===== config.mk =====
export PLATFORM = sky130hd
export DESIGN_NAME = lru_page_replacement
export DESIGN_NICKNAME = d
export VERILOG_FILES = /design/src/hdl/lrupr_pkg.sv /design/src/hdl/lrupr_stack.sv /design/src/hdl/lru_page_replacement.sv
export SDC_FILE = /design/constraint.sdc
export NUM_CORES = 1
export LEC_CHECK = 0
export ABC_AREA = 1
export BUFFER_PORTS_ARGS = -buffer_cell sky130_fd_sc_hd__buf_2
export CORE_MARGIN = 4
export CORE_UTILIZATION = 45
export CTS_CLUSTER_DIAMETER = 80
export DETAILED_ROUTE_END_ITERATION = 8
export PLACE_DENSITY_LB_ADDON = 0.12
export SLEW_MARGIN = 20
export SYNTH_ARGS = -nofsm -noshare
export SYNTH_HDL_FRONTEND = slang
export SYNTH_SLANG_ARGS = --single-unit

===== constraint.sdc =====
create_clock -name clk -period 5.4 [get_ports clk]
set_clock_uncertainty 0.05 [all_clocks]
set_input_delay 0.81 -clock clk [delete_from_list [all_inputs] [get_ports clk]]
set_output_delay 0.81 -clock clk [all_outputs]
set_load 0.01 [all_outputs]

===== src/hdl/lrupr_pkg.sv =====
// ----------------------------------------------------------------------------
// lrupr_pkg
// shared constants and types for the lru page replacement block
// ----------------------------------------------------------------------------
package lrupr_pkg;

  localparam int MAX_ENTRIES_DEF = 16;
  localparam int PAGE_BITS_DEF   = 16;
  localparam int CFG_W           = 5;
  localparam int OCC_W           = 5;
  localparam int ACTIVE_RESET    = 16;

  // per-reference status from the stack to the top level
  typedef struct packed {
    logic hit;
    logic evict;
  } lrupr_ref_t;

endpackage


===== src/hdl/lrupr_stack.sv =====
// ----------------------------------------------------------------------------
// lrupr_stack
// recency-ordered page stack: parallel match, move-to-front and eviction
// ----------------------------------------------------------------------------
module lrupr_stack import lrupr_pkg::*; #(
  parameter int MAX_ENTRIES = MAX_ENTRIES_DEF,
  parameter int PAGE_BITS   = PAGE_BITS_DEF,
  localparam int CNT_W      = $clog2(MAX_ENTRIES + 1),
  localparam int IDX_W      = (MAX_ENTRIES > 1) ? $clog2(MAX_ENTRIES) : 1
) (
  input  logic                 clk,
  input  logic                 rst_n,
  input  logic                 ref_en,
  input  logic [PAGE_BITS-1:0] ref_page,
  input  logic [CNT_W-1:0]     cap,
  output lrupr_ref_t           stat,
  output logic [PAGE_BITS-1:0] evict_page,
  output logic [CNT_W-1:0]     occ_nxt
);

  logic [PAGE_BITS-1:0]   pages_r [MAX_ENTRIES];
  logic [CNT_W-1:0]       count_r;
  logic [CNT_W-1:0]       count_nxt;
  logic [MAX_ENTRIES-1:0] hit_vec;
  logic [MAX_ENTRIES-1:0] upper;
  logic [CNT_W-1:0]       last_pos;
  logic [IDX_W-1:0]       evict_idx;
  logic                   hit;
  logic                   evict;

  // match against every held entry
  always_comb begin
    for (int i = 0; i < MAX_ENTRIES; i++) begin
      hit_vec[i] = (count_r > CNT_W'(i)) && (pages_r[i] == ref_page);
    end
    for (int i = 0; i < MAX_ENTRIES; i++) begin
      upper[i] = |(hit_vec >> i);
    end
  end

  assign hit       = |hit_vec;
  assign evict     = !hit && (count_r >= cap);
  assign last_pos  = count_r - CNT_W'(1);
  assign evict_idx = last_pos[IDX_W-1:0];

  always_comb begin
    if (hit || evict) begin
      count_nxt = count_r;
    end else begin
      count_nxt = count_r + CNT_W'(1);
    end
  end

  assign stat.hit   = hit;
  assign stat.evict = evict;
  assign evict_page = evict ? pages_r[evict_idx] : '0;
  assign occ_nxt    = count_nxt;

  always_ff @(posedge clk) begin
    if (!rst_n) begin
      count_r <= '0;
    end else if (ref_en) begin
      count_r <= count_nxt;
    end
  end

  // on a hit shift only up to the matching slot, on a miss shift everything
  always_ff @(posedge clk) begin
    if (ref_en) begin
      pages_r[0] <= ref_page;
      for (int i = 1; i < MAX_ENTRIES; i++) begin
        if (!hit || upper[i]) begin
          pages_r[i] <= pages_r[i-1];
        end
      end
    end
  end

endmodule


===== src/hdl/lru_page_replacement.sv =====
// ----------------------------------------------------------------------------
// lru_page_replacement
// lru page stack with move-to-front on hit and lru eviction on miss
// ----------------------------------------------------------------------------
// a result passes the input and result registers, then strobes on out_valid
// throughput: one reference per cycle, busy never rises; the parallel compare
//   and shift of the page stack sets that figure
// reset: synchronous active-low rst_n empties the stack, sets active_entries
//   to 16 and rearms the capacity latch; the receiver cannot stall results
module lru_page_replacement import lrupr_pkg::*; #(
  parameter int MAX_ENTRIES = MAX_ENTRIES_DEF,
  parameter int PAGE_BITS   = PAGE_BITS_DEF
) (
  input  logic                 clk,
  input  logic                 rst_n,
  // configuration
  input  logic                 cfg_we,
  input  logic [CFG_W-1:0]     cfg_wdata,
  // reference input
  input  logic                 start,
  output logic                 busy,
  input  logic [PAGE_BITS-1:0] in_page_number,
  // result
  output logic                 out_valid,
  output logic                 out_hit,
  output logic                 out_evicted_valid,
  output logic [PAGE_BITS-1:0] out_evicted_page,
  output logic [OCC_W-1:0]     out_occupancy
);

  localparam int CNT_W = $clog2(MAX_ENTRIES + 1);

  logic [CFG_W-1:0]     cfg_r;
  logic                 in_vld_r;
  logic [PAGE_BITS-1:0] in_page_r;
  logic                 cap_taken_r;
  logic [CNT_W-1:0]     cap_r;
  logic [CNT_W-1:0]     cap_sat;
  logic [CNT_W-1:0]     cap_eff;
  lrupr_ref_t           stat;
  logic [PAGE_BITS-1:0] evict_page;
  logic [CNT_W-1:0]     occ_nxt;
  logic                 out_valid_r;
  logic                 out_hit_r;
  logic                 out_evict_r;
  logic [PAGE_BITS-1:0] out_page_r;
  logic [CNT_W-1:0]     occ_r;

  // every cycle takes a reference, so the input side never holds off
  assign busy = 1'b0;

  // capacity register, clamped to 1..MAX_ENTRIES
  always_comb begin
    if (cfg_r == '0) begin
      cap_sat = CNT_W'(1);
    end else if (int'(cfg_r) > MAX_ENTRIES) begin
      cap_sat = CNT_W'(MAX_ENTRIES);
    end else begin
      cap_sat = CNT_W'(cfg_r);
    end
  end

  // capacity is frozen at the first reference after reset
  assign cap_eff = cap_taken_r ? cap_r : cap_sat;

  always_ff @(posedge clk) begin
    if (!rst_n) begin
      cfg_r       <= CFG_W'(ACTIVE_RESET);
      in_vld_r    <= 1'b0;
      cap_taken_r <= 1'b0;
      cap_r       <= CNT_W'(MAX_ENTRIES);
      out_valid_r <= 1'b0;
    end else begin
      if (cfg_we) begin
        cfg_r <= cfg_wdata;
      end
      in_vld_r    <= start && !busy;
      out_valid_r <= in_vld_r;
      if (in_vld_r) begin
        cap_taken_r <= 1'b1;
        cap_r       <= cap_eff;
      end
    end
  end

  // input register: page of the reference being resolved next cycle
  always_ff @(posedge clk) begin
    if (start && !busy) begin
      in_page_r <= in_page_number;
    end
  end

  lrupr_stack #(
    .MAX_ENTRIES (MAX_ENTRIES),
    .PAGE_BITS   (PAGE_BITS)
  ) u_stack (
    .clk        (clk),
    .rst_n      (rst_n),
    .ref_en     (in_vld_r),
    .ref_page   (in_page_r),
    .cap        (cap_eff),
    .stat       (stat),
    .evict_page (evict_page),
    .occ_nxt    (occ_nxt)
  );

  // result register
  always_ff @(posedge clk) begin
    if (in_vld_r) begin
      out_hit_r   <= stat.hit;
      out_evict_r <= stat.evict;
      out_page_r  <= evict_page;
      occ_r       <= occ_nxt;
    end
  end

  assign out_valid         = out_valid_r;
  assign out_hit           = out_hit_r;
  assign out_evicted_valid = out_evict_r;
  assign out_evicted_page  = out_page_r;
  assign out_occupancy     = OCC_W'(occ_r);

`ifndef SYNTHESIS
  // every start transfer yields a result after the input and result registers
  a_result_follows: assert property (@(posedge clk) disable iff (!rst_n)
    (start && !busy) |=> ##1 out_valid)
    else $error("result strobe missing after start transfer");

  // stack never holds more pages than the latched capacity
  a_occ_bounded: assert property (@(posedge clk) disable iff (!rst_n)
    out_valid |-> (occ_r <= cap_r))
    else $error("occupancy above capacity");

  // eviction only on a miss with the stack full
  a_evict_full: assert property (@(posedge clk) disable iff (!rst_n)
    (out_valid && out_evicted_valid) |-> (!out_hit && occ_r == cap_r))
    else $error("eviction without full stack");
`endif

endmodule


==> impl_metrics.yaml, run 1 <==
run_status:
  status: "finished, final reports clean"
cells_and_area:
  finish.net_count: 2354
  syn_to_final_growth_pct: 9.688
  drive_gt1_share_pct: 7.505
  n_antenna_cell: 0
  stdcell_count: 2870
global_routing:
  global_route.usage.total_pct: 26.19
  grt_start_max_net_pins: 73
  grt-ovfl-total: 0
  grt_pass1_vias: 14770
  grt_antenna_before_repair: 0
  grt_first_pass_wirelength_mm: 87.96
clocking:
  cts.repair_timing.setup_buffer_count: 0
  cts.reportedPaths.clkPinSlew_ns: 0.06
  cts_root_buf: "sky130_fd_sc_hd__clkbuf_16"
  ctsHoldBuffers: 0
  buffer_depth_of_the_longest_clock_path: 3
  cts_tree: "done"
  clock_sinks: 313
  insertion_delay_ns: 0.56
  total_clock_buffers_created_by_cts: 37
  cts_max_level: 2
  cts_resized: 0
synthesis:
  synth_top_cells_by_area: "sky130_fd_sc_hd__edfxtp_1, sky130_fd_sc_hd__nand2_1, sky130_fd_sc_hd__nor2_1"
  syn_area_per_cell_um2: 7.906
  postSynth.topFlopCell: "sky130_fd_sc_hd__edfxtp_1"
  synth_top_area_share_pct: 48.61
  synthDominantAreaCellType: "sky130_fd_sc_hd__edfxtp_1"
  synthCells: 2305
  synth-warning-count: 0
  yosys-top-cells-count: "sky130_fd_sc_hd__nand2_1, sky130_fd_sc_hd__edfxtp_1, sky130_fd_sc_hd__nor2_1"
  synthesis.area_um2: 18220
  sequential_fraction_of_the_synthesis_area_pct: 50.59
  postSynthRegisterBits: 313
  number_of_enable_type_register_cells_in_the_synthesized_netlist: 295
  yosys.cell_types.count: 45
  async_reset_ff_share_pct: 0
  synthesis.nets: 2341
  synth.most_common_cell: "sky130_fd_sc_hd__nand2_1"
timing:
  grt_setup_unrepaired: "false"
  finalHoldViolCount: 0
  max_clock_freq_mhz: 241.8
  tightest_slew_ns: 1.097
  fin_worst_hold_slack_ns: 0.3762
  max_slew_headroom_pct: 26.61
  timing.final.max_slew_violations: 0
  timing.final.crit_share_pct: 76.58
  final.min_clock_period_ns: 4.135
  finalSetupTns_ns: 0
  count_of_endpoints_failing_setup_in_the_final_report: 0
route:
  wl_per_cell_um: 20.30
  detail-route-antenna-nets: 0
  initialDrtViolationCount: 1634
  num_vias: 15560
  totalWireLength_mm: 58.25
  drc_violation_count_after_routing: 0
  drtPass1Iterations: 8
  detail_route.vias_per_cell: 5.421
worst_setup_path:
  worst-path-max-fanout: 19
  worst_ep_arrival_time_ns: 4.18
  cp_num_cells: 13
  critical_path.top_delay_family: "simple AND/OR/NAND/NOR gates"
  crit_required_ns: 5.44
  path_common_cell: "sky130_fd_sc_hd__nand2_1"
  crit_chain: "clkinv_2 -> nand2_1 -> nand2_1 -> nor2_1 -> nand2_1 -> nor2_1 -> nand3_1 -> nand2_1 -> nor2_1 -> nand2_1 -> nor2_2 -> o21ai_0 -> nand2_1"
  worstRegToRegCells: 13
  cp_num_buf_inv: 1
  crit_path_end_kind: "flop"
  timing.setup.critical_path_class: "flop to flop"
  timing.critical_path.slowest_stage_cell: "sky130_fd_sc_hd__edfxtp_1"
  worst_path_largest_cell_delay_ns: 0.80
  worst_setup_start_kind: "flop"
die:
  die_h_um: 209.2
  die_area_um2: 43780
  floorplan.core_area_um2: 39910
  initial_core_util_pct: 45.66
  die_width_um: 209.2
  floorplan.io_pins: 50
  std_cell_rows: 73
power_and_ir_drop:
  pwr-share-clk_pct: 38.0
  pwr-share-comb_pct: 17.3
  leakage_nw: 8.822
  internal_power_mw: 4.559
  net-switching-power_mw: 1.946
  sw_ratio_pct: 29.92
  cellPowerDensity_nw_per_um2: 325.4
  peakVddDrop_v: 0.0003664
  seqPwrFrac_pct: 44.7
hold_path:
  hold_path_depth: 1
  min_path_type: "input pin to flop"
placed_design:
  hpwl_mm: 43.60
  post-place-cells: 2804
  port-buffer-count: 48
  globalplace.congestion: 0.9779
flow_run:
  max_cap_violations: 0
-- cells by family (layout without fill, tap and decap cells) --
kind of cell,count (synthesis),in the layout,share of synthesized area (%)
simple gates,1192,1192,26.36
fa+ha+maj,11,11,0.7552
xor+xnor,72,72,3.460
compound gates,332,332,9.633
flops,313,313,50.59
buf+inv,384,424,9.180
other cells,1,1,0.02058
-- power groups by stage --
| stage | sequential [mW] | combinational (mW) | clock [mW] |
|---|---|---|---|
| 2_1_floorplan | 2.90 | 0.765 | 0 |
| 4_1_cts | 2.90 | 1.12 | 2.52 |
| 6_report | 2.91 | 1.13 | 2.47 |
| 3_5_place_dp | 2.95 | 1.11 | 0 |
| 3_3_place_gp | 2.95 | 1.11 | 0 |
| 5_1_grt | 2.92 | 1.24 | 2.63 |
-- per-stage QoR --
| step | cell area (um2) | power [mW] | setup slack (ns) | util [%] |
|---|---|---|---|---|
| 6_report | 19990 | 6.505 | 1.265 | 50.08 |
| 5_1_grt | 19990 | 6.788 | 1.005 | 50.08 |
| 4_1_cts | 19990 | 6.545 | 1.348 | 50.08 |
| 3_5_place_dp | 18810 | 4.067 | 1.361 | 47.12 |
| 3_3_place_gp | 18810 | 4.058 | 1.370 | 47.12 |
| 2_1_floorplan | 18220 | 3.661 | 1.922 | - |
-- routing by layer --
| layer | GRT usage [%] | part of all wire [%] | vias to the layer above |
|---|---|---|---|
| li1 | - | - | 7526 |
| met1 | 35.27 | 42 | 7237 |
| met2 | 43.19 | 47 | 657 |
| met3 | 3.183 | 6.7 | 138 |
| met4 | 10.71 | 4.4 | 0 |
| met5 | 0 | 0 | - |
-- final cells by class --
type	count	area [um2]
clock buffer	46	1032
clock inverter	20	148.9
fill	3794	19930
inverter	276	1047
multi-input combinational	1608	7360
sequential	313	9224
tap	525	656.9
timing repair buffer	82	520.5
-- worst paths after layout --
path	endpoint	start	slack (ns)
hold reg to reg	u_stack.pages_r[3][13]	u_stack.pages_r[2][13]	0.42
setup / recovery	u_stack.pages_r[3][13]	in_page_r[1]	1.26
setup reg to reg	u_stack.pages_r[3][13]	in_page_r[1]	1.26
hold / removal	in_page_r[2]	in_page_number[2]	0.38
-- flip-flops by register name (all words and copies together) (netlist names), 5 cells and up --
signal and flops:
cfg_r 5, cap_r 5, u_stack.pages_r 256, out_occupancy 5
out_evicted_page 16, in_page_r 16, u_stack.count_r 5
-- placed cells by master, fill, tap and decap left out, drive strengths merged --
master / instances
nand2: 724
edfxtp: 295
inv: 276
nor2: 271
o21ai: 160
nand3: 137
a21oi: 133
buf: 82
clkbuf: 46
xnor2: 45
nand4: 28
xor2: 27
dfxtp: 18
clkinv: 18
a31oi: 14
nor3: 13
ha: 11
o211ai: 10
nor3b: 5
or2: 5
and2: 4
a22oi: 3
o221ai: 3
a311oi: 3
nor2b: 2
o21a: 2
o22ai: 2
bufinv: 2
nand2b: 1
o311ai: 1
o21bai: 1
nor4: 1
nand3b: 1
conb: 1
Power figures use the tool's default switching activity.
==> inputs of run 2 (changes only) <==
Clock period 5.4 ns to 3.8 ns, I/O delays scaled along.
==> run 2 against run 1 <==
Effect of this change:
- count of clock-buffer cells in the layout grew 5
- critical endpoint is now u_stack.pages_r[3][1]
- die area is the same
- clock power grew 51%
==> impl_metrics.yaml, run 2 (synthesis gave the netlist of run 1 again) <==
run_status:
  status: "finished, final reports clean"
route:
  initialDrtViolationCount: 1642
  totalWireLength_mm: 58.68
  drc_violation_count_after_routing: 0
  detail-route-antenna-nets: 0
  drtPass1Iterations: 7
  num_vias: 15520
  detail_route.vias_per_cell: 5.360
  wl_per_cell_um: 20.27
global_routing:
  grt_antenna_before_repair: 0
  global_route.usage.total_pct: 26.14
  grt_first_pass_wirelength_mm: 87.47
  grt_start_max_net_pins: 73
  grt_pass1_vias: 14610
  grt-ovfl-total: 0
cells_and_area:
  max_ffs_per_register: 256
  drive_gt1_share_pct: 8.270
  largest_register: "u_stack.pages_r"
  syn_to_final_growth_pct: 10.90
  register_area_um2: 9224
  layout.cells.most_common: "sky130_fd_sc_hd__nand2_1"
  fillers: 3769
  final_cell_mix: "sky130_fd_sc_hd__nand2_1, sky130_fd_sc_hd__edfxtp_1, sky130_fd_sc_hd__nor2_1, sky130_fd_sc_hd__inv_1, sky130_fd_sc_hd__o21ai_0"
  finish.net_count: 2376
  n_antenna_cell: 0
  multi_input_area_um2: 7360
timing:
  timing.final.crit_share_pct: 91.83
  final.min_clock_period_ns: 3.490
  timing.final.max_slew_violations: 0
  max_slew_headroom_pct: 43.65
  max_clock_freq_mhz: 286.6
  tightest_slew_ns: 0.8441
  fin_worst_hold_slack_ns: 0.1421
  finalSetupTns_ns: 0
  count_of_endpoints_failing_setup_in_the_final_report: 0
  grt_setup_unrepaired: "false"
  finalHoldViolCount: 0
die:
  die_area_um2: 43780
  floorplan.io_pins: 50
  die_h_um: 209.2
  initial_core_util_pct: 45.66
  floorplan.core_area_um2: 39910
  std_cell_rows: 73
  die_width_um: 209.2
clocking:
  total_clock_buffers_created_by_cts: 39
  buffer_depth_of_the_longest_clock_path: 3
  cts_resized: 0
  cts.repair_timing.setup_buffer_count: 0
  ctsHoldBuffers: 0
  clock_sinks: 313
  cts_tree: "done"
  cts.reportedPaths.clkPinSlew_ns: 0.06
  cts_max_level: 2
  cts_root_buf: "sky130_fd_sc_hd__clkbuf_16"
  insertion_delay_ns: 0.56
placed_design:
  globalplace.congestion: 1.006
  port-buffer-count: 48
  hpwl_mm: 43.91
worst_setup_path:
  worst_ep_arrival_time_ns: 3.67
  worst_setup_start_kind: "flop"
  worstRegToRegCells: 16
  timing.setup.critical_path_class: "flop to flop"
  crit_required_ns: 3.98
  worst-path-max-fanout: 16
  crit_path_end_kind: "flop"
power_and_ir_drop:
  peakVddDrop_v: 0.0004041
  leakage_nw: 8.935
  cellPowerDensity_nw_per_um2: 468.9
hold_path:
  min_path_type: "input pin to flop"
  hold_path_depth: 1
flow_run:
  max_cap_violations: 0
[run 2: final timing paths]
| path | start | to | slack, ns |
|---|---|---|---|
| max | u_stack.count_r[1] | u_stack.pages_r[3][1] | 0.31 |
| min reg2reg | u_stack.pages_r[1][1] | u_stack.pages_r[2][1] | 0.42 |
| max reg2reg | u_stack.count_r[1] | u_stack.pages_r[3][1] | 0.31 |
| min | in_page_number[9] | in_page_r[9] | 0.14 |
[run 2: layout make-up]
class,instances,area share (%)
sequential,313,45.64
timing repair buffer,102,3.256
tap,525,3.250
clock inverter,20,0.8977
multi-input combinational,1608,36.41
clock buffer,51,5.361
inverter,276,5.182
[run 2: routing by layer]
layer	vias up	GRT usage (%)	part of all wire (%)
li1	7569	-	-
met1	7259	35.04	42
met2	576	42.95	47
met3	112	3.948	6.7
met4	0	10.26	3.8
met5	-	0	0
[run 2: where the power goes]
part / switching [mW] / leakage [nW] / total [mW] / internal (mW)
registers: 0.137 / 2.93 / 4.09 / 3.95
logic: 1.19 / 5.39 / 1.67 / 0.483
clock network: 1.50 / 0.613 / 3.72 / 2.22
total: 2.83 / 8.94 / 9.48 / 6.65
[run 2: worst max-delay path, stage by stage (launching register included)]
cell and delay, ns:
sky130_fd_sc_hd__dfxtp_1 0.51, sky130_fd_sc_hd__ha_1 0.31, sky130_fd_sc_hd__inv_1 0.13, sky130_fd_sc_hd__nor2_1 0.13, sky130_fd_sc_hd__ha_1 0.27, sky130_fd_sc_hd__a21oi_1 0.06, sky130_fd_sc_hd__nand3_1 0.09, sky130_fd_sc_hd__nor2_1 0.06
sky130_fd_sc_hd__nand3_1 0.07, sky130_fd_sc_hd__nand2_1 0.07, sky130_fd_sc_hd__nor2_1 0.17, sky130_fd_sc_hd__nand2_1 0.15, sky130_fd_sc_hd__nor2_2 0.25, sky130_fd_sc_hd__buf_4 0.21, sky130_fd_sc_hd__o21ai_0 0.20, sky130_fd_sc_hd__nand2_1 0.14
sky130_fd_sc_hd__buf_4 0.28
[run 2: through the flow]
step                      util [%]  instances  total power, mW  setup WS, ns  area [um2]
final                        50.63       2895            9.477        0.3103       20210
after global routing         50.63       2895            9.877        0.1329       20210
after CTS                    50.63       2895            9.525        0.4362       20210
after detailed placement     47.47       2824            5.803        0.4544       18950
after global placement       47.47       2824            5.789        0.4498       18950
after floorplan                  -       2305            5.203        0.3225       18220
==> inputs of run 3 (changes only) <==
Settings changed: CELL_PAD_IN_SITES_DETAIL_PLACEMENT from default to 1, CELL_PAD_IN_SITES_GLOBAL_PLACEMENT from default to 1, CORE_UTILIZATION 45 to 43.
==> run 3 against run 2 <==
Effect of this change:
- first-iteration DRC count fell by 31%
- die area rose by 4.5%
- via count rose by 3.0%
- maximum frequency fell by 4.0%
- final area rose by 0.45%
- wire length rose by 11%
- count of clock-buffer cells in the layout rose by 6
- critical path depth did not move
- worst hold slack got worse by 0.022 ns
- register-to-register slack got worse by 0.14 ns
- clock power fell by 1%
- sequential share of layout area fell by 0.20 points
- largest power group unchanged
==> impl_metrics.yaml, run 3 (synthesis gave the netlist of run 1 again) <==
global_routing:
  grt-ovfl-total: 0
  grt_start_max_net_pins: 72
  grt_pass1_vias: 16480
  grt_antenna_before_repair: 0
  grt_first_pass_wirelength_mm: 98.86
  global_route.usage.total_pct: 28.75
cells_and_area:
  n_antenna_cell: 0
  max_ffs_per_register: 256
  finish.net_count: 2384
  drive_gt1_share_pct: 8.425
  final_cell_mix: "sky130_fd_sc_hd__nand2_1, sky130_fd_sc_hd__edfxtp_1, sky130_fd_sc_hd__nor2_1, sky130_fd_sc_hd__inv_1, sky130_fd_sc_hd__o21ai_0"
  stdcell_area_um2: 20300
  syn_to_final_growth_pct: 11.40
  fillers: 5096
  postLayoutCoreUtil_pct: 48.40
  layout.cells.most_common: "sky130_fd_sc_hd__nand2_1"
  largest_register: "u_stack.pages_r"
timing:
  grt_setup_unrepaired: "false"
  count_of_endpoints_failing_setup_in_the_final_report: 0
  fin_worst_hold_slack_ns: 0.1203
  timing.final.max_slew_violations: 0
  finalHoldViolCount: 0
  final.min_clock_period_ns: 3.633
  timing.final.crit_share_pct: 95.61
  tightest_slew_ns: 0.9439
  max_slew_headroom_pct: 37.07
  finalSetupTns_ns: 0
  max_clock_freq_mhz: 275.2
worst_setup_path:
  r2r_slack_ns: 0.17
  worst_setup_start_kind: "flop"
  crit_chain: "ha_1 -> inv_1 -> nor2_1 -> ha_1 -> a21oi_1 -> nand3_1 -> nor2_1 -> nand3_1 -> nand2_1 -> nor2_1 -> nand2_1 -> nor2_2 -> buf_4 -> o21ai_0 -> nand2_1 -> buf_12"
  timing.setup.critical_path_class: "flop to flop"
  worst_ep_arrival_time_ns: 3.84
  worst-path-max-fanout: 16
  worst_path_largest_cell_delay_ns: 0.54
  crit_path_end_kind: "flop"
  cp_num_buf_inv: 3
  timing.critical_path.slowest_stage_cell: "sky130_fd_sc_hd__dfxtp_1"
  crit_required_ns: 4.01
  critical_path.top_delay_family: "simple AND/OR/NAND/NOR gates"
die:
  floorplan.io_pins: 50
  die_width_um: 213.9
  die_h_um: 213.9
  std_cell_rows: 75
  initial_core_util_pct: 43.45
  die_area_um2: 45740
  floorplan.core_area_um2: 41950
power_and_ir_drop:
  peakVddDrop_v: 0.0003349
  leakage_nw: 8.972
  cellPowerDensity_nw_per_um2: 469.3
clocking:
  cts.reportedPaths.clkPinSlew_ns: 0.06
  cts_tree: "done"
  ctsHoldBuffers: 0
  buffer_depth_of_the_longest_clock_path: 3
  total_clock_buffers_created_by_cts: 41
  insertion_delay_ns: 0.57
  clock_sinks: 313
  cts_root_buf: "sky130_fd_sc_hd__clkbuf_16"
  cts_max_level: 2
route:
  initialDrtViolationCount: 1137
  drtPass1Iterations: 7
  num_vias: 15980
  detail-route-antenna-nets: 0
  totalWireLength_mm: 65.39
  wl_per_cell_um: 22.45
  detail_route.vias_per_cell: 5.486
  drc_violation_count_after_routing: 0
placed_design:
  globalplace.congestion: 0.9114
  placed_area_um2: 19070
  hpwl_mm: 49.38
  port-buffer-count: 48
hold_path:
  min_path_type: "input pin to flop"
flow_run:
  max_cap_violations: 0
run_status:
  status: "finished, final reports clean"
## run 3: changes by cell type in the layout (fill, tap and decap cells not counted), sizes merged
cell	delta
clkinvlp	-2
inv	+3
bufinv	-2
clkbuf	+6
buf	+6
clkinv	-7
## run 3: worst paths after layout
kind                                             start                endpoint  depth (start not counted)
worst min-delay path                 in_page_number[7]            in_page_r[7]                          1
worst min register to register  u_stack.pages_r[2][10]  u_stack.pages_r[3][10]                          0
worst max register to register      u_stack.count_r[1]  u_stack.pages_r[1][12]                         16
worst max-delay path                u_stack.count_r[1]  u_stack.pages_r[1][12]                         16
## run 3: per-stage QoR
step           cells  total power [mW]  worst slack, ns
6_report        2913             9.527           0.1668
2_1_floorplan   2305             5.203           0.3225
4_1_cts         2913             9.595           0.2643
3_5_place_dp    2844             5.906           0.2803
5_1_grt         2913             9.928          0.02612
3_3_place_gp    2844             5.851           0.2341
## run 3: final cells by class
cell class / instances / area [um2] / area share [%]
tap: 539 / 674.4 / 3.322
multi-input combinational: 1608 / 7375 / 36.33
clock buffer: 57 / 1129 / 5.559
timing repair buffer: 108 / 753.2 / 3.710
clock inverter: 12 / 98.84 / 0.4869
sequential: 313 / 9224 / 45.44
inverter: 276 / 1047 / 5.159
## run 3: what timing repair did
| action | in CTS | in global routing |
|---|---|---|
| buffers inserted | 0 | 0 |
| gates resized for setup | 0 | 1 |
| setup endpoints to repair | 0 | 16 |
## run 3: routing by layer
metal,track usage (%),up-vias,part of all wire (%)
met3,3.877,140,4.4
met4,12.12,0,4.5
met2,48.51,422,48
met1,37.40,7845,43
li1,-,7574,-
met5,0,-,0
## run 3: worst register-to-register path: stages (launching register included)
cell and delay (ns):
sky130_fd_sc_hd__dfxtp_1 0.54, sky130_fd_sc_hd__ha_1 0.37, sky130_fd_sc_hd__inv_1 0.17, sky130_fd_sc_hd__nor2_1 0.14, sky130_fd_sc_hd__ha_1 0.25, sky130_fd_sc_hd__a21oi_1 0.07
sky130_fd_sc_hd__nand3_1 0.10, sky130_fd_sc_hd__nor2_1 0.06, sky130_fd_sc_hd__nand3_1 0.08, sky130_fd_sc_hd__nand2_1 0.06, sky130_fd_sc_hd__nor2_1 0.19, sky130_fd_sc_hd__nand2_1 0.16
sky130_fd_sc_hd__nor2_2 0.22, sky130_fd_sc_hd__buf_4 0.22, sky130_fd_sc_hd__o21ai_0 0.19, sky130_fd_sc_hd__nand2_1 0.28, sky130_fd_sc_hd__buf_12 0.20
## run 3: report_power, final
| group | leakage [nW] | internal [mW] | switching (mW) |
|---|---|---|---|
| Clock | 0.597 | 2.14 | 1.54 |
| Combinational | 5.44 | 0.504 | 1.26 |
| Sequential | 2.93 | 3.95 | 0.132 |
